File: src/hdl/lci_pkg.sv
// shared types and constants of the curve interpolation block
// request structs, status and function codes, arithmetic unit handshake
// depends on nothing
package lci_pkg;

    localparam int unsigned DATA_W = 24;
    localparam int unsigned FRAC_W = 16;
    localparam int unsigned QUO_W  = FRAC_W + 1;
    localparam int unsigned PROD_W = 2 * DATA_W;

    typedef logic [DATA_W-1:0] t_word;

    localparam logic [1:0] FUNC_CLEAR = 2'd0;
    localparam logic [1:0] FUNC_LOAD  = 2'd1;
    localparam logic [1:0] FUNC_QUERY = 2'd2;

    localparam logic [1:0] ST_OK    = 2'd0;
    localparam logic [1:0] ST_FULL  = 2'd1;
    localparam logic [1:0] ST_EMPTY = 2'd2;
    localparam logic [1:0] ST_SAT   = 2'd3;

    localparam logic [1:0] CFG_MIN_SPEED = 2'd0;
    localparam logic [1:0] CFG_MAX_SPEED = 2'd1;
    localparam logic [1:0] CFG_SENS      = 2'd2;

    localparam t_word MIN_SPEED_RST = 24'h000000;
    localparam t_word MAX_SPEED_RST = 24'hFFFFFF;
    localparam t_word SENS_RST      = 24'h010000;
    localparam t_word SAT_MAX       = 24'hFFFFFF;

    localparam logic [QUO_W-1:0] T_ONE = {1'b1, {FRAC_W{1'b0}}};

    typedef struct packed {
        logic [1:0] func;
        t_word      point_speed;
        t_word      point_mult;
        t_word      velocity;
    } t_in_item;

    typedef struct packed {
        t_word      result_mult;
        logic [1:0] status;
    } t_out_item;

    typedef struct packed {
        logic [1:0] index;
        t_word      data;
    } t_cfg_item;

    typedef struct packed {
        t_word speed;
        t_word mult;
    } t_point;

    typedef enum logic {
        ARITH_DIV = 1'b0,
        ARITH_MUL = 1'b1
    } t_arith_op;

    typedef struct packed {
        logic      start;
        t_arith_op op;
        t_word     a;
        t_word     b;
    } t_arith_req;

    typedef struct packed {
        logic              done;
        logic [QUO_W-1:0]  quo;
        logic [PROD_W-1:0] prod;
    } t_arith_rsp;

endpackage

File: src/hdl/lci_arith.sv
// shared arithmetic unit: 17 step restoring divider and a registered 24x24 multiplier
// depends on lci_pkg
module lci_arith
    import lci_pkg::*;
(
    input  logic       i_clk,
    input  logic       i_rst_n,
    input  t_arith_req i_req,
    output t_arith_rsp o_rsp
);
    localparam int unsigned REM_W = DATA_W + 1;
    localparam int unsigned CNT_W = $clog2(QUO_W);
    localparam logic [CNT_W-1:0] LAST_STEP = CNT_W'(QUO_W - 1);

    logic              r_busy, n_busy;
    logic              r_done, n_done;
    logic [CNT_W-1:0]  r_cnt, n_cnt;
    logic [REM_W-1:0]  r_rem, n_rem;
    t_word             r_den, n_den;
    logic [QUO_W-1:0]  r_quo, n_quo;
    logic [PROD_W-1:0] r_prod, n_prod;
    logic [REM_W:0]    w_diff;
    logic              w_ge;

    assign w_diff = {1'b0, r_rem} - {2'b00, r_den};
    assign w_ge   = ~w_diff[REM_W];

    always_comb begin
        n_busy = r_busy;
        n_done = 1'b0;
        n_cnt  = r_cnt;
        n_rem  = r_rem;
        n_den  = r_den;
        n_quo  = r_quo;
        n_prod = r_prod;
        if (i_req.start) begin
            if (i_req.op == ARITH_MUL) begin
                n_prod = i_req.a * i_req.b;
                n_done = 1'b1;
            end else begin
                n_busy = 1'b1;
                n_cnt  = '0;
                n_rem  = {1'b0, i_req.a};
                n_den  = i_req.b;
                n_quo  = '0;
            end
        end else if (r_busy) begin
            n_quo = {r_quo[QUO_W-2:0], w_ge};
            n_rem = w_ge ? {w_diff[DATA_W-1:0], 1'b0} : {r_rem[DATA_W-1:0], 1'b0};
            n_cnt = r_cnt + 1'b1;
            if (r_cnt == LAST_STEP) begin
                n_busy = 1'b0;
                n_done = 1'b1;
            end
        end
    end

    always_ff @(posedge i_clk) begin
        if (!i_rst_n) begin
            r_busy <= 1'b0;
            r_done <= 1'b0;
        end else begin
            r_busy <= n_busy;
            r_done <= n_done;
        end
        r_cnt  <= n_cnt;
        r_rem  <= n_rem;
        r_den  <= n_den;
        r_quo  <= n_quo;
        r_prod <= n_prod;
    end

    assign o_rsp = '{done: r_done, quo: r_quo, prod: r_prod};
endmodule
File: config.mk
export PLATFORM = sky130hd
export DESIGN_NAME = lci_arith
export DESIGN_NICKNAME = d
export VERILOG_FILES = /design/src/hdl/lci_pkg.sv /design/src/hdl/lci_arith.sv
export SDC_FILE = /design/constraint.sdc
export NUM_CORES = 2
export LEC_CHECK = 0
export BUFFER_PORTS_ARGS = -buffer_cell sky130_fd_sc_hd__buf_2
export CORE_AREA = 2 2 228 230
export DETAILED_ROUTE_END_ITERATION = 10
export DIE_AREA = 0 0 230 232
export PLACE_DENSITY = 0.67
export SLEW_MARGIN = 20
export SYNTH_ARGS = -nofsm -noshare
export SYNTH_HDL_FRONTEND = slang
export SYNTH_SLANG_ARGS = --single-unit
File: constraint.sdc
create_clock -name i_clk -period 14.07 [get_ports i_clk]
set_clock_uncertainty 0.2 [all_clocks]
set_input_delay 1.407 -clock i_clk [delete_from_list [all_inputs] [get_ports i_clk]]
set_output_delay 1.407 -clock i_clk [all_outputs]
set_load 0.005 [all_outputs]
== Word level (Yosys, flattened, before mapping) ==
Index checks and enable logic that the tools add are counted.
Operators by class
  add/subtract/negate cells: 2
  multipliers: 1
  bitwise logic cells: 2
  reductions and logical operators: 4
  equality and inequality tests: 2
  mux-type cells: 18
Operators by type and width (count)
  $mux W25: 4
  $mux W17: 3
  $mul A24 B24 Y48: 1
  $sub A25 B24 Y26: 1
  $mux W5: 3
  $mux W1: 8
  $reduce_and A2 Y1: 3
  $add A5 B1 Y5 const B: 1
  $eq A5 B5 Y1 const B: 1
  $ne A2 B2 Y1 const B: 1
  $not A1 Y1: 2
  $reduce_bool A2 Y1: 1
Word-level totals
  bits in registers: 121
  word-level logic and storage cells: 36
  input port bits: 52

== Depth between registers and ports, before layout ==
  word-level depth: 4
  depth in mapped cells: 25
  depth with buffers taken out: 23

== Least setup slack after synthesis ==
Ideal clock, no wire load.
  kind: input to register
  start point: in i_req[3] in the netlist's numbering
  end point: reg r_prod[45] (data pin)
  arrival: 7.515 ns
  data required time: 13.615 ns
  library setup time: 0.255 ns
  path buffers: 2
  stages: 25
  slack: 6.100 ns
  cells stage by stage: clkbuf_1 -> nand2_1 -> fa_1 -> inv_1 -> fa_1 -> inv_1 -> fa_1 -> inv_1 -> fa_1 -> inv_1 -> fa_1 -> inv_1 -> fa_1 -> inv_1 -> fa_1 -> inv_1 -> ha_1 -> buf_6 -> a21o_1 -> o21bai_1 -> a22o_1 -> o21ba_1 -> o2111a_1 -> or4_1 -> and3_1
Between the ends
  word-level cells in the longest chain between the ends: 1
RTL lines
  start: declaration: line lci_arith.sv:8  | input t_arith_req i_req,
  $mul A24 B24 Y48: line lci_arith.sv:38  | n_prod = i_req.a * i_req.b;
  end signal: assignment: line lci_arith.sv:70  | r_prod <= n_prod;
  end: declaration: line lci_arith.sv:21  | logic [PROD_W-1:0] r_prod, n_prod;
No other way between the ends.
A chain may end at the register's enable or synchronous reset.

== Final worst setup path ==
  start point: in i_req[37] in the netlist's numbering
  end point: reg r_prod[43] (data pin)
The elaborated chain is that of the path after synthesis.

==> flow_summary.ini <==
[outcome]
status = complete, no violations

[critical_path]
cp-startpoint = i_req[37]
end_kind = flop
crit_type = in2reg
cp.required_ns = 14.19
worstPathArrival_ns = 8.29
crit_path_start_kind = input port
reg2reg_from = r_rem[1]$_DFFE_PP_
path_max_fanout = 25

[cts]
cts_hold_buf = 0
numCtsBuffers = 17
cts_setup_buffers = 0
insertion_delay_ns = 0.49
clockRootBuffer = clkbuf_16
clkTransAtPathRegs_ns = 0.07
cts_tree = built
cts-resized-gates = 0
clockBufferDepth = 2
h-tree-depth = 4
clock-sinks = 121

[logic_synthesis]
synth.distinct_cells = 81
synth_edf_count = 119
ys_seq_area_share_pct = 14.29
syn-num-nets = 3435
synthCells = 2700
syn_area_per_cell_um2 = 9.362
async_flop_share_pct = 0
ys_warn_count = 0
synth_seq_cells = 121
synth_ff_type = edfxtp_1
syn_area_um2 = 25280

[finish]
nets = 3440
synthToLayoutAreaGrowth_pct = 6.029
final_cell_mix = inv_1 (592), fa_1 (483), nand2_1 (322), and2_1 (319), ha_1 (200)
fin_area_um2 = 26800
drive_gt1_share_pct = 6.586
layout_commonest_cell = inv_1

[die]
num_rows = 83
io_pins = 118
initial_utilization_pct = 49.68
die_h_um = 232
die_x_um = 230
dieArea_um2 = 53360
core_area_um2 = 50890

[place]
gp_congestion = 0.9344
dpl-instance-area_um2 = 26230
io_buffers = 117
dp_hpwl_mm = 49.19

[routing]
drt_drc_violations_left = 0
first_iter_violations = 1138
ant_nets = 0
avgViaCountPerCell = 5.414
wl_per_cell_um = 18.82
drtPass1Iterations = 5
routed_wl_mm = 63.97
via_count = 18403

[timing]
setup_viol = 0
period_needed_ns = 8.170
finalHoldViolations = 0
clock.fmax_ghz = 0.1224
finalSetupTns_ns = 0
relSlewSlack_pct = 37.06
finalMaxSlewViolations = 0
period_share_pct = 58.07
tightest_slew_ns = 0.9441
rsz0062_at_grt = false

[hold_path]
min_path_type = reg2reg
hold_path_startpoint = r_busy$_SDFFE_PN0N_

[grt]
grt_max_degree = 96
antenna_found_initial = 2
first_global_vias = 19818
track_usage_pct = 25.90
grt_first_pass_wirelength_mm = 107.4
grt-ovfl-total = 0

[flow_run]
maxCapViolCount = 0
[area by class of cell]
type                       instances  area (um^2)
antenna                            1        2.502
clock buffer                      18        429.2
clock inverter                    14        142.6
fill                            4652        24080
inverter                         592         2222
multi-input combinational       1849        18900
sequential                       121         3613
tap                              680        850.8
timing repair buffer             124        638.1
[through the flow]
| step | util, % | cells | hold slack [ns] | worst slack, ns |
|---|---|---|---|---|
| floorplan | - | 2700 | 0.3015 | 6.100 |
| global placement | 51.54 | 3366 | 0.3168 | 5.494 |
| detailed placement | 51.54 | 3366 | 0.3315 | 5.418 |
| CTS | 52.67 | 3398 | 0.3442 | 5.928 |
| global route | 52.67 | 3398 | 0.3590 | 5.613 |
| finish | 52.67 | 3399 | 0.3487 | 5.900 |
[cells in the mapped netlist, types with 3 or more instances]
cell / instances / area (um^2)
a31oi_1: 9 / 56.30
o311ai_2: 3 / 48.80
buf_2: 8 / 40.04
nand3_1: 24 / 120.1
nor3_1: 17 / 85.08
inv_1: 592 / 2222
clkbuf_1: 122 / 457.9
nand2b_1: 4 / 25.02
a21o_1: 24 / 180.2
o21bai_1: 11 / 82.58
xor2_1: 23 / 201.4
ha_1: 200 / 2502
o21ai_0: 42 / 210.2
edfxtp_1: 119 / 3573
a311oi_1: 11 / 96.34
o21a_1: 11 / 82.58
a211o_1: 4 / 35.03
fa_1: 483 / 9669
nand2_1: 322 / 1209
a211oi_1: 6 / 45.04
o211ai_1: 9 / 67.56
nor4_1: 5 / 31.28
or3_1: 4 / 25.02
and3_1: 11 / 68.82
a41oi_1: 8 / 70.07
nor2b_1: 46 / 287.8
nand4_1: 22 / 137.6
o31ai_1: 7 / 52.55
a221oi_2: 3 / 45.04
o22ai_1: 3 / 18.77
buf_1: 4 / 15.01
a221o_1: 6 / 60.06
o221ai_1: 4 / 35.03
xnor2_1: 36 / 315.3
nor2_1: 53 / 198.9
a21oi_1: 67 / 335.3
and2_1: 320 / 2002
[critical path, cell delays in order]
cell      delay [ns]
buf_2           0.44
nand2_1         0.16
fa_1            0.56
inv_1           0.05
fa_1            0.48
inv_1           0.06
fa_1            0.53
inv_1           0.05
fa_1            0.53
inv_1           0.07
fa_1            0.53
inv_1           0.05
fa_1            0.49
inv_1           0.05
fa_1            0.48
inv_1           0.05
ha_1            0.37
and3_2          0.27
a21boi_0        0.15
nor2b_1         0.17
nor3_1          0.69
a211o_1         0.27
nand2_1         0.11
a311oi_2        0.25
[worst paths after layout]
path	end	slack, ns	cells past startpoint
min reg2reg	r_busy$_SDFFE_PN0N_	0.35	2
min	r_busy$_SDFFE_PN0N_	0.35	2
max	r_prod[43]$_DFFE_PP_	5.90	24
max reg2reg	r_rem[3]$_DFFE_PP_	10.60	8
[state kept, by name, summed over array words and instances, names as in the netlist]
| name | flops |
|---|---|
| r_rem | 25 |
| r_cnt | 5 |
| r_den | 24 |
| r_done | 1 |
| r_quo | 17 |
| r_busy | 1 |
| r_prod | 48 |
[cell families (layout without fill, tap and decap cells)]
kind of cell / Yosys count / after routing / share of synthesized area, %
mux: 4 / 4 / 0.1683
fa+ha+maj: 683 / 683 / 48.15
flops: 121 / 121 / 14.29
simple gates: 844 / 844 / 17.10
xor+xnor: 59 / 59 / 2.044
other cells: 0 / 1 / 0
compound gates: 259 / 259 / 7.276
buf+inv: 730 / 748 / 10.97
[routing by layer]
layer / routed length, um / vias up / global-route usage, %
met1: 27340 / 9391 / 35.43
met5: 25 / - / 0
met4: 1637 / 4 / 7.883
met3: 5089 / 105 / 5.661
li1: - / 8288 / -
met2: 29880 / 615 / 41.37
Power is left out: the tool's default activity adds up to more than one toggle a clock period on the data nets, which glitch-free logic cannot reach.
