--- src/hdl/lci_ram.sv ---
// generic single write port, single read port ram with registered read
// depends on nothing
module lci_ram #(
    parameter int unsigned WIDTH = 48,
    parameter int unsigned DEPTH = 16
) (
    input  logic                     i_clk,
    input  logic                     i_we,
    input  logic [$clog2(DEPTH)-1:0] i_waddr,
    input  logic [WIDTH-1:0]         i_wdata,
    input  logic [$clog2(DEPTH)-1:0] i_raddr,
    output logic [WIDTH-1:0]         o_rdata
);
    logic [WIDTH-1:0] r_mem [DEPTH];
    logic [WIDTH-1:0] r_rdata;

    always_ff @(posedge i_clk) begin
        if (i_we) begin
            r_mem[i_waddr] <= i_wdata;
        end
        r_rdata <= r_mem[i_raddr];
    end

    assign o_rdata = r_rdata;
endmodule

--- config.mk ---
export PLATFORM = sky130hd
export DESIGN_NAME = lci_ram
export DESIGN_NICKNAME = d
export VERILOG_FILES = /design/src/hdl/lci_ram.sv
export SDC_FILE = /design/constraint.sdc
export NUM_CORES = 1
export LEC_CHECK = 0
export BUFFER_PORTS_ARGS = -buffer_cell sky130_fd_sc_hd__buf_2
export CAP_MARGIN = 20
export CORE_ASPECT_RATIO = 0.6
export CORE_MARGIN = 5
export CORE_UTILIZATION = 30
export DETAILED_ROUTE_END_ITERATION = 6
export PLACE_DENSITY_LB_ADDON = 0.12
export RECOVER_POWER = 25
export SKIP_CTS_REPAIR_TIMING = 1
export SYNTH_ARGS = -nofsm -noshare
export SYNTH_HDL_FRONTEND = slang
export SYNTH_SLANG_ARGS = --single-unit
--- constraint.sdc ---
create_clock -name i_clk -period 15.9 [get_ports i_clk]
set_input_delay 3.18 -clock i_clk [delete_from_list [all_inputs] [get_ports i_clk]]
set_output_delay 3.18 -clock i_clk [all_outputs]
set_load 0.01 [all_outputs]
# ---- Yosys cells after proc, flatten, opt, wreduce, memory -nomap -nowiden
# Memories as Yosys holds them, arrays and structs flattened. A register that Yosys moved wholly into a read port is not among the register bits.
# Cells that the tools add are included.
dict set report classes {
  n_addsub 0
  muxes 2
  n_div 0
  order_cmp 0
  mul 0
  eq_ne 0
  reduce_logical 0
  shifts 0
  bitwise_logic 0
}
# op count
set ops {}
lappend ops {{1-bit two-way mux} 2}
dict set report totals {
  elab_cells 3
  latch_bits 0
  register_bits 0
  rom_bits 0
  out_inout_bits 48
  memories 1
  input_bits 58
  ram_bits 768
}
# memory depth word_bits read_ports rd_ports_with_merged_regs write_ports line
set mem_list {}
lappend mem_list {r_mem 16 48 1 1 1 14} ;# logic [WIDTH-1:0] r_mem [DEPTH];

# ---- Logic depth before layout (Yosys ltp)
# Gate-level depths: netlist of the first run.
dict set report logic_depth {
  word_depth 2
  ltp_mapped 6
  depth_no_buf 3
}

# ---- Worst setup path before layout of the first run
# Ideal clock, no wire load.
dict set report synth_timing {
  path_kind {input-to-reg}
  from {in i_waddr[2]}
  to {mem r_mem[0][0], enable pin}
  setup_slack_ns 8.416
  cell_stages 2
  arrival_ns 6.971
  n_path_buf 0
  cell_sequence {or3b_2 > nor3_1}
}
# item line
set synth_rtl {}
lappend synth_rtl {{start, declared} 9} ;# input logic [$clog2(DEPTH)-1:0] i_waddr,
lappend synth_rtl {{end, declared} 14}
# Straight into the memory's write port.

==> results.ini, run 1 <==
[clock_network]
cts_buffers=80
clk_latency_ns=0.64
clock_sinks=816
cts_max_level=3
tritoncts=yes
clock_path_buffers=3
cts.clk_slew.worst_paths_ns=0.06
cts_root_buffer=clkbuf_16

[timing]
finalClockSkew_ns=0.01019
fmax_mhz=167.5
holdWs_ns=0.6695
relSlewSlack_pct=25.14
tightest_slew_ns=1.123
hold_violations=0
rsz0062_at_grt=no
finalSetupTns_ns=0
min_period_ns=5.968
setup_violations=0
finalCritPeriodShare_pct=37.54
setup_ws_ns=9.932
drv_slew=0

[place]
dp_slack_ns=9.098
dp_cells=2632
io_buffers=105
place_area_mm2=0.03193
place_hpwl_um=33890
gp_congestion=0.6668

[drt]
postRouteAntennaNets=0
drc=0
wl_um=73590
drt_first_pass_iters=6
drt_iter0_markers=955
vias=13114
vias_per_cell=4.712
post_drt_wl_per_cell_um=26.44

[layout]
final_core_util_pct=35.24
fin_area_mm2=0.03461
area_growth_pct=16.56
final_cell_mix=edfxtp_1 (768), mux4_2 (192), a22oi_1 (96)
final_cells=2783
fillerInstances=9069
final_nets=1454
drive_gt1_share_pct=29.96
final_common_cell=edfxtp_1

[logic_synthesis]
syn_avg_cell_area_um2=23.91
netlist_instances=1242
yosys_warnings=0
syn-num-nets=1300
synthTopCellsByArea=edfxtp_1 (78%), mux4_2 (15%), dfxtp_1 (3.2%)
synth_area_mm2=0.02969
muxShareOfSynthArea_pct=14.56
yosysTopAreaCell=edfxtp_1
synth_simple_gate_area_share_pct=1.053
synth_top_family_by_area=multiplexers
synthDistinctLibCells=17
synth_top_area_share_pct=77.66
synth_sequential_area_ratio_pct=80.90
synthAdderAreaFrac_pct=0
synth_xor_xnor_area_share_pct=0
synth-seq-cells=816
synth_compound_area_share_pct=2.427

[setup_path]
crit_start=i_raddr[0]
r2r_setup_slack_ns=14.57
path_class=in2reg
worstPathArrival_ns=6.49
cp-end-kind=flop
start_kind=input pin
cp_max_fo=76
r2r_end=o_rdata[5]
crit_required_ns=16.42
reg2regPathDepth=3
reg2reg_from=r_mem[3][5]

[min_path]
hold_start=r_mem[14][13]
hold_class=reg2reg
hold_depth=3
min_to=o_rdata[13]

[global_route]
grt_use_total_pct=13.98
grt_pass1_vias=14281
grt_max_degree=79
antenna_found_initial=4
grt_first_pass_wirelength_um=105400
grt-ovfl-total=0

[floorplan]
ios=106
die_x_um=416.2
start_util_pct=30.23
fp.coreArea_mm2=0.09822
die_h_um=253.7
num_rows=89
die-area_mm2=0.1056

[power_and_ir_drop]
powerDensity_mw_per_mm2=132.4
ir_drop_v=0.00007326
power.total_mw=4.582
p_leak_nw=10.81

[run]
drv_cap=0

[outcome]
status=completed

[cell usage after synthesis (all sizes together)]
cell type	count
nand3	1
or3b	1
a22oi	96
nand3b	2
nor2b	2
nand2	49
and2	1
mux4	192
nor3	4
dfxtp	48
clkbuf	28
nand2b	2
buf	35
edfxtp	768
nor2	13
[power breakdown]
part	leakage, nW	total, mW	switching, mW	internal, mW
clock	1.31	1.95	0.816	1.14
combinational	2.16	0.210	0.129	0.0817
sequential	7.34	2.42	0.0155	2.40
[critical path: stages]
cell and delay, ns:
buf_8 0.68, buf_4 0.73, buf_4 0.84, mux4_2 0.59, a22oi_1 0.27, nand2_1 0.09
[how the worst max path moves through the flow]
stage	slack, ns	to
after floorplan	8.42	r_mem[0][0]
after global placement	9.14	o_rdata[14]
after detailed placement	9.10	o_rdata[16]
after CTS	9.81	o_rdata[16]
after global routing	9.54	o_rdata[19]
final	9.93	o_rdata[19]
[per-layer routing]
metal | routed length (um) | global-route usage, %
met2 | 37090 | 24.16
met3 | 2171 | 2.782
met4 | 1340 | 3.049
met5 | 13 | 0
met1 | 32980 | 18.42
[cells by family after synthesis]
group	after synthesis
flops	816
compound gates	96
simple gates	75
mux	192
buf+inv	63
[sequential cells by signal, summed over array words and instances, names as in the netlist]
name / cells
r_mem: 768
o_rdata: 48
[cell type report]
class | count | area (um^2) | share of cell area (%)
sequential | 816 | 24020 | 69.41
multi-input combinational | 363 | 5493 | 15.87
clock buffer | 101 | 2213 | 6.395
tap | 1319 | 1650 | 4.768
timing repair buffer | 135 | 737.0 | 2.129
clock inverter | 47 | 490.5 | 1.417
antenna | 2 | 5.005 | 0.01446
(Power assumes the default switching activity.)
==> run 2: changes to the inputs <==
--- a/config.mk
+++ b/config.mk
@@ -5,6 +5,7 @@
 export SDC_FILE = /design/constraint.sdc
 export NUM_CORES = 1
 export LEC_CHECK = 0
+export ABC_AREA = 1
 export BUFFER_PORTS_ARGS = -buffer_cell sky130_fd_sc_hd__buf_2
 export CAP_MARGIN = 20
 export CORE_ASPECT_RATIO = 0.6
==> constraint.sdc (replaced) <==
create_clock -name i_clk -period 5.9 [get_ports i_clk]
set_input_delay 1.18 -clock i_clk [delete_from_list [all_inputs] [get_ports i_clk]]
set_output_delay 1.18 -clock i_clk [all_outputs]
set_load 0.01 [all_outputs]
==> run 2 against run 1 <==
Global-route usage rose by 2.3 points. First-iteration DRC count increased by 56%. Hold slack got worse by 0.024 ns. Flip-flop and latch count did not move. Combinational power grew to 3.6 times the previous value. Design area grew 11%. Sequential share of layout area decreased by 7.0 points. Routed wire length increased by 33%. Non-clock buffer count is 10 higher. Highest routed layer unchanged. Synthesized area grew 14%. Clock skew grew 0.013 ns.
==> results.ini, run 2 <==
[global_route]
grt_use_total_pct=16.28
grt_first_pass_wirelength_um=146200
grt_pass1_vias=20628
grt_max_degree=193
antenna_found_initial=5
grt-ovfl-total=0

[layout]
largest_register=r_mem
final_cells=4805
final_cell_mix=nand2_1 (1013), edfxtp_1 (768), inv_1 (578)
largest_reg_flops=768
final_common_cell=nand2_1
area_growth_pct=13.23
drive_gt1_share_pct=7.424
fillerInstances=11361
final_nets=3293

[power_and_ir_drop]
ir_drop_v=0.0001598
power.total_mw=12.37
powerDensity_mw_per_mm2=321.5
p_leak_nw=15.99

[run]
drv_cap=0

[timing]
hold_violations=0
holdWs_ns=0.6455
rsz0062_at_grt=no
finalClockSkew_ns=0.02298
finalSetupTns_ns=0
relSlewSlack_pct=27.65
finalCritPeriodShare_pct=50.63
min_period_ns=2.987
fmax_mhz=334.7
drv_slew=0
tightest_slew_ns=1.085
setup_violations=0

[clock_network]
clock_path_buffers=3
cts_max_level=3
clk_latency_ns=0.67
tritoncts=yes
cts_buffers=81
cts.clk_slew.worst_paths_ns=0.06
cts_root_buffer=clkbuf_16
clock_sinks=816

[logic_synthesis]
netlist_instances=3165
syn_avg_cell_area_um2=10.74
synth-seq-cells=816
yosysMostFrequentCell=nand2_1
synth_common_cells=nand2_1 (1013), edfxtp_1 (768), inv_1 (580), nand3_1 (577), buf_2 (78)
synth_area_mm2=0.03399
synthFlopType=edfxtp_1
synth_top_area_share_pct=67.85
synthArstFlopShare_pct=0
syn-num-nets=3223
synthDistinctLibCells=15
synth_sequential_area_ratio_pct=70.68
synth_edf_count=768
synthTopCellsByArea=edfxtp_1 (68%), nand2_1 (11%), nand3_1 (8.5%)
yosys_warnings=0
yosysTopAreaCell=edfxtp_1

[drt]
drc=0
drt_first_pass_iters=7
postRouteAntennaNets=0
vias=21146
post_drt_wl_per_cell_um=20.42
vias_per_cell=4.401
drt_iter0_markers=1490
wl_um=98130

[floorplan]
ios=106
die_x_um=444.5
fp.coreArea_mm2=0.1122
die_h_um=270.7
die-area_mm2=0.1203
num_rows=95
start_util_pct=30.29

[setup_path]
crit_family=buffers and inverters
cp-end-kind=flop
max_stage_delay_ns=0.74
crit_slowest_cell=inv_12
start_kind=input pin
crit_required_ns=6.44
worstPathCellList=buf_8, inv_12, buf_4, nand2_1, nand3_1, nand3_1, nand3_1, nand2_1
worstPathArrival_ns=3.53
cp_num_buf_inv=3
cp_max_fo=192
cp_common_cell=nand3_1
path_class=in2reg

[place]
io_buffers=105
dp_cells=4655
gp_congestion=0.6988
place_hpwl_um=46340

[min_path]
hold_class=reg2reg

[outcome]
status=completed

[run 2: changes by cell type after synthesis, sizes merged, moves of 2 or more]
cell	previous run	this run
nand2b	2	0
buf	35	133
nor2	13	17
nand2	49	1013
nand3	1	577
a22oi	96	0
nor2b	2	0
mux4	192	0
nor3	4	0
inv	0	582
clkbuf	28	25
[run 2: final timing paths]
path	startpoint	end	slack, ns	cells past startpoint
min reg2reg	r_mem[2][45]	o_rdata[45]	0.65	6
min	r_mem[2][45]	o_rdata[45]	0.65	6
max	i_raddr[0]	o_rdata[24]	2.91	8
max reg2reg	r_mem[0][37]	o_rdata[37]	4.80	6
[run 2: logic make-up after synthesis]
logic type             Yosys count  synth area share (%)
AND/OR/NAND/NOR               1609                 19.92
flip-flops                     816                 70.68
buffers and inverters          740                 9.405
[run 2: power breakdown]
group / switching (mW) / internal [mW]
Clock: 2.26 / 2.83
Combinational: 0.566 / 0.197
Sequential: 0.0457 / 6.48
[run 2: metal layers]
metal	vias to the layer above	GRT usage (%)	part of all wire, %
met4	2	2.970	1.5
met2	349	24.74	43
met3	109	2.996	4.2
met5	-	0	0.013
met1	10321	24.46	51
li1	10365	-	-
[run 2: through the flow]
stage | setup WS [ns] | utilization (%) | area, um^2
floorplan | 2.034 | - | 33990
global placement | 2.326 | 32.07 | 35990
detailed placement | 2.307 | 32.09 | 36010
CTS | 3.027 | 34.33 | 38520
global route | 2.849 | 34.30 | 38480
finish | 2.913 | 34.30 | 38480
[run 2: final cells by class]
| class | count | area, um^2 | area share, % |
|---|---|---|---|
| repair buffers | 145 | 964.7 | 2.507 |
| multi-input cells | 1609 | 6889 | 17.90 |
| inverters | 582 | 2211 | 5.745 |
| clock inverters | 34 | 267.8 | 0.6958 |
| well taps | 1503 | 1881 | 4.887 |
| diodes | 2 | 5.005 | 0.01300 |
| flip-flops and latches | 816 | 24020 | 62.42 |
| clock buffers | 114 | 2243 | 5.829 |
[run 2: worst register-to-register path, cell delays in order (launching register included)]
cell,delay (ns)
edfxtp_1,0.36
inv_1,0.06
nand2_1,0.04
nand3_1,0.14
nand3_1,0.11
nand3_1,0.13
nand2_1,0.12
